--- config.mk ---
export PLATFORM = sky130hd
export DESIGN_NAME = base64_stream_decoder_top
export DESIGN_NICKNAME = d
export VERILOG_FILES = /design/src/rtl/b64d_pkg.sv /design/src/rtl/b64d_cmd_fifo.sv /design/src/rtl/b64d_front.sv /design/src/rtl/b64d_back.sv /design/src/rtl/base64_stream_decoder_top.sv
export SDC_FILE = /design/constraint.sdc
export NUM_CORES = 1
export LEC_CHECK = 0
export BUFFER_PORTS_ARGS = -buffer_cell sky130_fd_sc_hd__buf_4
export CAP_MARGIN = 10
export CORE_ASPECT_RATIO = 1.75
export CORE_MARGIN = 4
export CORE_UTILIZATION = 60
export CTS_BUF_LIST = sky130_fd_sc_hd__clkbuf_2
export DETAILED_ROUTE_END_ITERATION = 7
export GPL_ROUTABILITY_DRIVEN = 0
export GPL_TIMING_DRIVEN = 0
export PLACE_DENSITY = 0.86
export SKIP_CTS_REPAIR_TIMING = 1
export SLEW_MARGIN = 25
export SYNTH_ARGS = -nofsm -noshare
export SYNTH_HDL_FRONTEND = slang
export SYNTH_HIERARCHICAL = 1
export SYNTH_SLANG_ARGS = --single-unit
--- constraint.sdc ---
create_clock -name clock -period 4.55 [get_ports clock]
set_clock_uncertainty 0.2 [all_clocks]
set_input_delay 0.91 -clock clock [delete_from_list [all_inputs] [get_ports clock]]
set_output_delay 0.91 -clock clock [all_outputs]
set_load 0.05 [all_outputs]
--- src/rtl/b64d_pkg.sv ---
package b64d_pkg;

   // Character codes of the standard alphabet.
   localparam logic [7:0] PadCode      = 8'd61;
   localparam logic [7:0] UpperFirst   = 8'd65;
   localparam logic [7:0] UpperLast    = 8'd90;
   localparam logic [7:0] LowerFirst   = 8'd97;
   localparam logic [7:0] LowerLast    = 8'd122;
   localparam logic [7:0] DigitFirst   = 8'd48;
   localparam logic [7:0] DigitLast    = 8'd57;
   localparam logic [7:0] PlusCode     = 8'd43;
   localparam logic [7:0] SlashCode    = 8'd47;

   // Offsets that turn a character code into its sextet value.
   localparam logic [7:0] LowerOffset  = 8'd71;
   localparam logic [7:0] DigitOffset  = 8'd4;
   localparam logic [5:0] PlusValue    = 6'd62;
   localparam logic [5:0] SlashValue   = 6'd63;

   // Group geometry.
   localparam logic [1:0] LastPosition = 2'd3;
   localparam logic [1:0] ThirdPosition = 2'd2;
   localparam logic [1:0] GroupBytes   = 2'd3;

   // Default depth of the group queue between front and back.
   localparam int QueueDepthDefault = 4;

   typedef struct packed {
      logic [7:0] char_code;
      logic       final_char;
   } b64d_in_type;

   typedef struct packed {
      logic [7:0] data_byte;
      logic       final_byte;
      logic       bad_input;
   } b64d_out_type;

   typedef struct packed {
      logic       ok;
      logic [5:0] value;
   } b64d_sextet_type;

   // One decoded group handed from the front to the back.
   typedef struct packed {
      logic [23:0] bits;
      logic [1:0]  nbytes;
      logic        fin;
      logic        bad;
   } b64d_cmd_type;

   // Map a character code to its six-bit value and a validity flag.
   function automatic b64d_sextet_type sextet_of(input logic [7:0] ch);
      b64d_sextet_type s;
      s.ok    = 1'b1;
      s.value = 6'd0;
      if (ch >= UpperFirst && ch <= UpperLast) begin
         s.value = 6'(ch - UpperFirst);
      end else if (ch >= LowerFirst && ch <= LowerLast) begin
         s.value = 6'(ch - LowerOffset);
      end else if (ch >= DigitFirst && ch <= DigitLast) begin
         s.value = 6'(ch + DigitOffset);
      end else if (ch == PlusCode) begin
         s.value = PlusValue;
      end else if (ch == SlashCode) begin
         s.value = SlashValue;
      end else if (ch != PadCode) begin
         s.ok = 1'b0;
      end
      return s;
   endfunction

endpackage

--- src/rtl/b64d_cmd_fifo.sv ---
module b64d_cmd_fifo
   import b64d_pkg::*;
#(
   parameter int Depth = QueueDepthDefault
) (
   input  logic         clock,
   input  logic         reset,
   input  logic         push,
   input  b64d_cmd_type push_cmd,
   input  logic         pop,
   output b64d_cmd_type head_cmd,
   output logic         empty,
   output logic         full
);

   localparam int PtrW = (Depth > 1) ? $clog2(Depth) : 1;
   localparam int CntW = $clog2(Depth + 1);

   b64d_cmd_type        mem_ff [Depth];
   logic [PtrW-1:0]     wr_ptr_ff, wr_ptr_in;
   logic [PtrW-1:0]     rd_ptr_ff, rd_ptr_in;
   logic [CntW-1:0]     count_ff, count_in;

   assign empty    = (count_ff == '0);
   assign full     = (count_ff == CntW'(Depth));
   assign head_cmd = mem_ff[rd_ptr_ff];

   // Pointer and fill count updates, wrapping at the queue depth.
   always_comb begin
      wr_ptr_in = wr_ptr_ff;
      rd_ptr_in = rd_ptr_ff;
      count_in  = count_ff;
      if (push) begin
         wr_ptr_in = (wr_ptr_ff == PtrW'(Depth - 1)) ? '0 : wr_ptr_ff + 1'b1;
      end
      if (pop) begin
         rd_ptr_in = (rd_ptr_ff == PtrW'(Depth - 1)) ? '0 : rd_ptr_ff + 1'b1;
      end
      if (push && !pop) begin
         count_in = count_ff + 1'b1;
      end else if (pop && !push) begin
         count_in = count_ff - 1'b1;
      end
   end

   always_ff @(posedge clock) begin
      if (reset) begin
         wr_ptr_ff <= '0;
         rd_ptr_ff <= '0;
         count_ff  <= '0;
      end else begin
         wr_ptr_ff <= wr_ptr_in;
         rd_ptr_ff <= rd_ptr_in;
         count_ff  <= count_in;
      end
   end

   // Storage needs no reset; only written entries are ever read.
   always_ff @(posedge clock) begin
      if (push) begin
         mem_ff[wr_ptr_ff] <= push_cmd;
      end
   end

   a_no_overflow: assert property (@(posedge clock) disable iff (reset)
      full |-> !push)
      else $error("group queue written while full");

   a_no_underflow: assert property (@(posedge clock) disable iff (reset)
      empty |-> !pop)
      else $error("group queue read while empty");

endmodule

--- src/rtl/b64d_front.sv ---
module b64d_front
   import b64d_pkg::*;
(
   input  logic         clock,
   input  logic         reset,
   input  logic         req_valid,
   output logic         req_stall,
   input  b64d_in_type  req_word,
   input  logic         queue_full,
   output logic         push,
   output b64d_cmd_type push_cmd
);

   logic [17:0]     acc_ff, acc_in;
   logic [1:0]      pos_ff, pos_in;
   logic            pad3_ff, pad3_in;
   logic            err_ff, err_in;
   logic            accept;
   logic            is_pad;
   logic            err_now;
   b64d_sextet_type sx;

   // Stall depends on registered queue state only.
   assign req_stall = queue_full;
   assign accept    = req_valid && !req_stall;

   assign sx      = sextet_of(req_word.char_code);
   assign is_pad  = (req_word.char_code == PadCode);
   assign err_now = err_ff | ~sx.ok;

   // Collect sextets and hand finished groups to the queue.
   always_comb begin
      acc_in   = acc_ff;
      pos_in   = pos_ff;
      pad3_in  = pad3_ff;
      err_in   = err_ff;
      push     = 1'b0;
      push_cmd = '{bits: 24'd0, nbytes: 2'd1, fin: 1'b1, bad: 1'b1};
      if (accept) begin
         if (pos_ff != LastPosition) begin
            if (req_word.final_char) begin
               // A short final group yields one error result.
               push    = 1'b1;
               acc_in  = '0;
               pos_in  = '0;
               pad3_in = 1'b0;
               err_in  = 1'b0;
            end else begin
               acc_in = {acc_ff[11:0], sx.value};
               pos_in = pos_ff + 1'b1;
               err_in = err_now;
               if (pos_ff == ThirdPosition) begin
                  pad3_in = is_pad;
               end
            end
         end else begin
            push            = 1'b1;
            push_cmd.bits   = {acc_ff, sx.value};
            push_cmd.fin    = req_word.final_char;
            push_cmd.bad    = req_word.final_char & err_now;
            push_cmd.nbytes = req_word.final_char
                              ? GroupBytes - {1'b0, is_pad} - {1'b0, pad3_ff}
                              : GroupBytes;
            acc_in  = '0;
            pos_in  = '0;
            pad3_in = 1'b0;
            err_in  = req_word.final_char ? 1'b0 : err_now;
         end
      end
   end

   always_ff @(posedge clock) begin
      if (reset) begin
         acc_ff  <= '0;
         pos_ff  <= '0;
         pad3_ff <= 1'b0;
         err_ff  <= 1'b0;
      end else begin
         acc_ff  <= acc_in;
         pos_ff  <= pos_in;
         pad3_ff <= pad3_in;
         err_ff  <= err_in;
      end
   end

   a_final_restarts: assert property (@(posedge clock) disable iff (reset)
      accept && req_word.final_char |=> pos_ff == '0 && !err_ff && !pad3_ff)
      else $error("group state not cleared after the final character");

   a_push_nonzero: assert property (@(posedge clock) disable iff (reset)
      push |-> push_cmd.nbytes != 2'd0)
      else $error("group pushed with no bytes");

endmodule

--- src/rtl/b64d_back.sv ---
module b64d_back
   import b64d_pkg::*;
(
   input  logic         clock,
   input  logic         reset,
   input  logic         queue_empty,
   input  b64d_cmd_type head_cmd,
   output logic         pop,
   output logic         rsp_valid,
   input  logic         rsp_stall,
   output b64d_out_type rsp_word
);

   logic [1:0]   idx_ff, idx_in;
   logic         valid_ff, valid_in;
   b64d_out_type word_ff, word_in;
   logic         load;
   logic         last;
   logic [7:0]   sel_byte;

   assign rsp_valid = valid_ff;
   assign rsp_word  = word_ff;

   // The output register takes a new byte when empty or being drained.
   assign load = !queue_empty && (!valid_ff || !rsp_stall);
   assign last = (idx_ff == head_cmd.nbytes - 2'd1);
   assign pop  = load && last;

   // Bytes leave most significant first.
   always_comb begin
      case (idx_ff)
         2'd0:    sel_byte = head_cmd.bits[23:16];
         2'd1:    sel_byte = head_cmd.bits[15:8];
         default: sel_byte = head_cmd.bits[7:0];
      endcase
   end

   always_comb begin
      idx_in   = idx_ff;
      valid_in = valid_ff;
      word_in  = word_ff;
      if (load) begin
         valid_in           = 1'b1;
         word_in.data_byte  = sel_byte;
         word_in.final_byte = head_cmd.fin & last;
         word_in.bad_input  = head_cmd.bad & last;
         idx_in             = last ? 2'd0 : idx_ff + 2'd1;
      end else if (!rsp_stall) begin
         valid_in = 1'b0;
      end
   end

   always_ff @(posedge clock) begin
      if (reset) begin
         idx_ff   <= '0;
         valid_ff <= 1'b0;
      end else begin
         idx_ff   <= idx_in;
         valid_ff <= valid_in;
      end
   end

   always_ff @(posedge clock) begin
      word_ff <= word_in;
   end

   a_bad_on_final: assert property (@(posedge clock) disable iff (reset)
      valid_ff && word_ff.bad_input |-> word_ff.final_byte)
      else $error("error flag on a byte that does not end the string");

   a_idx_in_range: assert property (@(posedge clock) disable iff (reset)
      !queue_empty |-> idx_ff < head_cmd.nbytes)
      else $error("byte index beyond the group size");

endmodule

--- src/rtl/base64_stream_decoder_top.sv ---
// Base64 stream decoder: one character word accepted per cycle unless the queue is full,
// one byte out per cycle unless stalled. A group enters the queue as its fourth character
// is taken, then its first byte moves to the output register. Four characters yield at most
// three bytes, so the byte side, limited by its single output register, keeps pace.
// Reset (synchronous, active high) clears the group state, the queue and the output valid.
module base64_stream_decoder_top
   import b64d_pkg::*;
#(
   parameter int QUEUE_DEPTH = QueueDepthDefault
) (
   input  logic         clock,
   input  logic         reset,
   input  logic         req_valid,
   output logic         req_stall,
   input  b64d_in_type  req_word,
   output logic         rsp_valid,
   input  logic         rsp_stall,
   output b64d_out_type rsp_word
);

   logic         push;
   logic         pop;
   logic         queue_full;
   logic         queue_empty;
   b64d_cmd_type push_cmd;
   b64d_cmd_type head_cmd;

   b64d_front u_front (
      .clock      (clock),
      .reset      (reset),
      .req_valid  (req_valid),
      .req_stall  (req_stall),
      .req_word   (req_word),
      .queue_full (queue_full),
      .push       (push),
      .push_cmd   (push_cmd)
   );

   b64d_cmd_fifo #(
      .Depth (QUEUE_DEPTH)
   ) u_queue (
      .clock    (clock),
      .reset    (reset),
      .push     (push),
      .push_cmd (push_cmd),
      .pop      (pop),
      .head_cmd (head_cmd),
      .empty    (queue_empty),
      .full     (queue_full)
   );

   b64d_back u_back (
      .clock       (clock),
      .reset       (reset),
      .queue_empty (queue_empty),
      .head_cmd    (head_cmd),
      .pop         (pop),
      .rsp_valid   (rsp_valid),
      .rsp_stall   (rsp_stall),
      .rsp_word    (rsp_word)
   );

endmodule

==> impl_metrics.ini <==
[status]
status = completed

[routing]
drt_iter0_drc = 288
vias_per_cell = 6.15
routed_wirelength_um = 12400
dr.pass1.iters = 5
drcViolationCount = 0
wl_per_cell_um = 19.2
via_count = 3991
ant_nets = 0

[floorplan]
rows = 51
io_pins = 25
die_area_um2 = 13300
die_h_um = 150
start_util_pct = 61.6
core_area_um2 = 11200
die_x_um = 88.9

[cts]
cts_buffer_depth = 2
h-tree-depth = 4
cts.sinks = 156
cts_tree = built
clkTransAtPathRegs_ps = 230
cts-buffers-inserted = 17
clk_latency_ps = 680
cts_root_buffer = clkbuf_2

[worst_setup_path]
slowest_delay_ps = 480
startpoint = u_queue/count_ff[2]
r2r-end = u_queue/count_ff[2]
worstReg2RegStart = u_queue/count_ff[2]
crit_path_start_kind = flip-flop
reg2reg_depth = 11
crit_path_end = u_queue/count_ff[2]
critPathMaxFanout = 10
worstPathRequired_ps = 4990
critical_path_class = flip-flop to flip-flop
cp-end-kind = flip-flop
slowest_stage = nor3b_1
path_cells = nor3b_1 -> nand2b_1 -> buf_2 -> buf_1 -> nor2_1 -> ha_1 -> inv_1 -> fa_1 -> xor2_1 -> or3_1 -> a21oi_1
r2r_setup_slack_ps = 1220
worstPathArrival_ps = 3770

[synth]
syn_avg_cell_area_um2 = 14.9
yosysWarnings = 6
async_reset_ff_share_pct = 0
syn-num-nets = 496
synthFlopType = edfxtp_1
ys_seq_elements = 156
synth_area_um2 = 6880
yosysUniqueCellTypes = 59
yosys.area.top_type_share_pct = 53.3
synth_seq_area_share_pct = 63.2
synth_cells = 462
synthTopCellsByArea = edfxtp_1, dfxtp_1, mux4_2
synth_area_leader_cell = edfxtp_1
synth-edff-count = 122

[global_routing]
antenna_found_initial = 1
grt_pass1_wl_um = 20500
grt_usage_pct = 20.7
grt_max_degree = 29
overflow = 0
grt_pass1_vias = 4256

[placement]
io_buffers = 21
dp_hpwl_um = 8890
placed_cell_area_um2 = 7230
dp_cells = 616
pre_cts_slack_ps = 981

[sta]
setup-tns-final_ps = 0
holdWs_ps = 270
post-route-period-util_pct = 73.2
fin_crit_ps = 3330
rsz0062_at_grt = false
hold_viol = 0
setup_ws_ps = 1220
clock.fmax_ghz = 0.300
setup_viol = 0
slew_violations = 0
tightest_slew_ps = 882
slew-limit-headroom_pct = 41.2

[final_layout]
layoutNonFillerInstCount = 649
drive_gt1_share_pct = 20.7
nFillCells = 718
seqCellArea_um2 = 4340
multi_input_area_um2 = 2330
fin_nets = 537
area_growth_pct = 8.59
design_area_um2 = 7470

[job]
drv_cap = 0

[power_and_ir_drop]
swShare_pct = 34.2
combPwrFrac_pct = 31.1
power.leakage_nw = 2.72
pwr-share-seq_pct = 48.7
pwr-share-clk_pct = 20.2
power_density_nw_per_um2 = 477
p_int_w = 0.00234
ir_drop_mv = 0.347
p_switching_w = 0.00122

[worst_hold_path]
holdPathStages = 2
hold_path_class = input pin to flip-flop
==> logic make-up after synthesis <==
group	share of synthesized area [%]
mux	10.6
xor+xnor	1.40
simple gates	10.6
flops	63.2
fa+ha+maj	3.93
buf+inv	3.09
compound gates	7.13
==> flip-flops by register name (all words and copies together), names as in the netlist, named ones only <==
name               flops
u_back/idx_ff          2
u_front/pad3_ff        1
u_queue/wr_ptr_ff      2
u_queue/mem_ff       112
u_queue/rd_ptr_ff      2
u_front/pos_ff         2
u_back/rsp_valid       1
u_front/err_ff         1
u_front/acc_ff        18
u_back/rsp_word       10
u_queue/count_ff       3
==> how the worst min path moves through the flow <==
stage,start,to,slack (ps)
2_1_floorplan,u_front/err_ff,u_front/err_ff,220
3_3_place_gp,u_front/err_ff,u_front/err_ff,230
3_5_place_dp,u_front/err_ff,u_front/err_ff,260
4_1_cts,reset,u_queue/count_ff[1],220
5_1_grt,reset,u_queue/count_ff[2],200
6_report,reset,u_queue/count_ff[1],270
==> cells in the final DEF, fill, tap and decap left out, drive strengths merged, types with 7 or more instances in the layout <==
cell type	instances
clkbuf	25
nand2	30
nor2	34
inv	26
and2	12
a21oi	14
mux4	28
ha	20
nor3	8
edfxtp	122
nand2b	7
nor2b	7
nand3	7
buf	38
a22oi	20
dfxtp	34
xnor2	7
and3	19
==> layer usage <==
layer  wire [um]  up-vias  global-route usage, %
met4         382        0                   9.39
met2        7030      127                   38.0
met3         488       30                   3.97
li1            -     1859                      -
met1        4540     1975                   22.3
met5           0        -                      0
==> cell type report <==
cell class	count	area share, %
flip-flops and latches	156	58.2
multi-input cells	268	31.2
repair buffers	22	2.38
well taps	132	2.21
plain buffers	24	2.14
clock inverters	15	2.03
clock buffers	17	1.14
inverters	14	0.704
diodes	1	0.0335
==> cell usage after synthesis (all sizes together), types with 2 or more instances <==
master  count
nor3b       4
a22oi      20
nand3       7
inv        14
and2       12
a221o       2
clkbuf      8
nor3        8
o21ai       6
o2111a      2
a31oi       3
o221ai      3
xnor2       7
mux4       28
mux2i       6
nand2      30
dfxtp      34
buf        16
o21bai      2
nor2b       7
and3       19
xor2        4
nor2       34
nand4       3
ha         20
nand2b      7
a21oi      14
o21ba       2
edfxtp    122
a22o        2
==> worst max-delay path, delay by kind of cell, from the launching register on <==
family	cells	cell delay, ps
AND/OR/NAND/NOR	4	1220
AO/OA/AOI/OAI	1	160
flip-flops	1	430
adder cells (fa/ha/maj)	2	470
buffers and inverters	3	730
XOR/XNOR	1	90
==> metrics by stage <==
stage	total power, W	util [%]
after floorplan	0.00259	-
after global placement	0.00283	64.5
after detailed placement	0.00288	64.7
after CTS	0.00359	66.9
after global routing	0.00376	66.9
final	0.00356	66.9
==> power groups by stage <==
stage	clock, W	sequential, W	combinational, W
after floorplan	0	0.00194	0.000649
after global placement	0	0.00176	0.00107
after detailed placement	0	0.00177	0.00112
after CTS	0.000739	0.00174	0.00112
after global routing	0.000818	0.00175	0.00119
final	0.000721	0.00174	0.00111
Note: power is estimated with default switching activity, not from simulation.
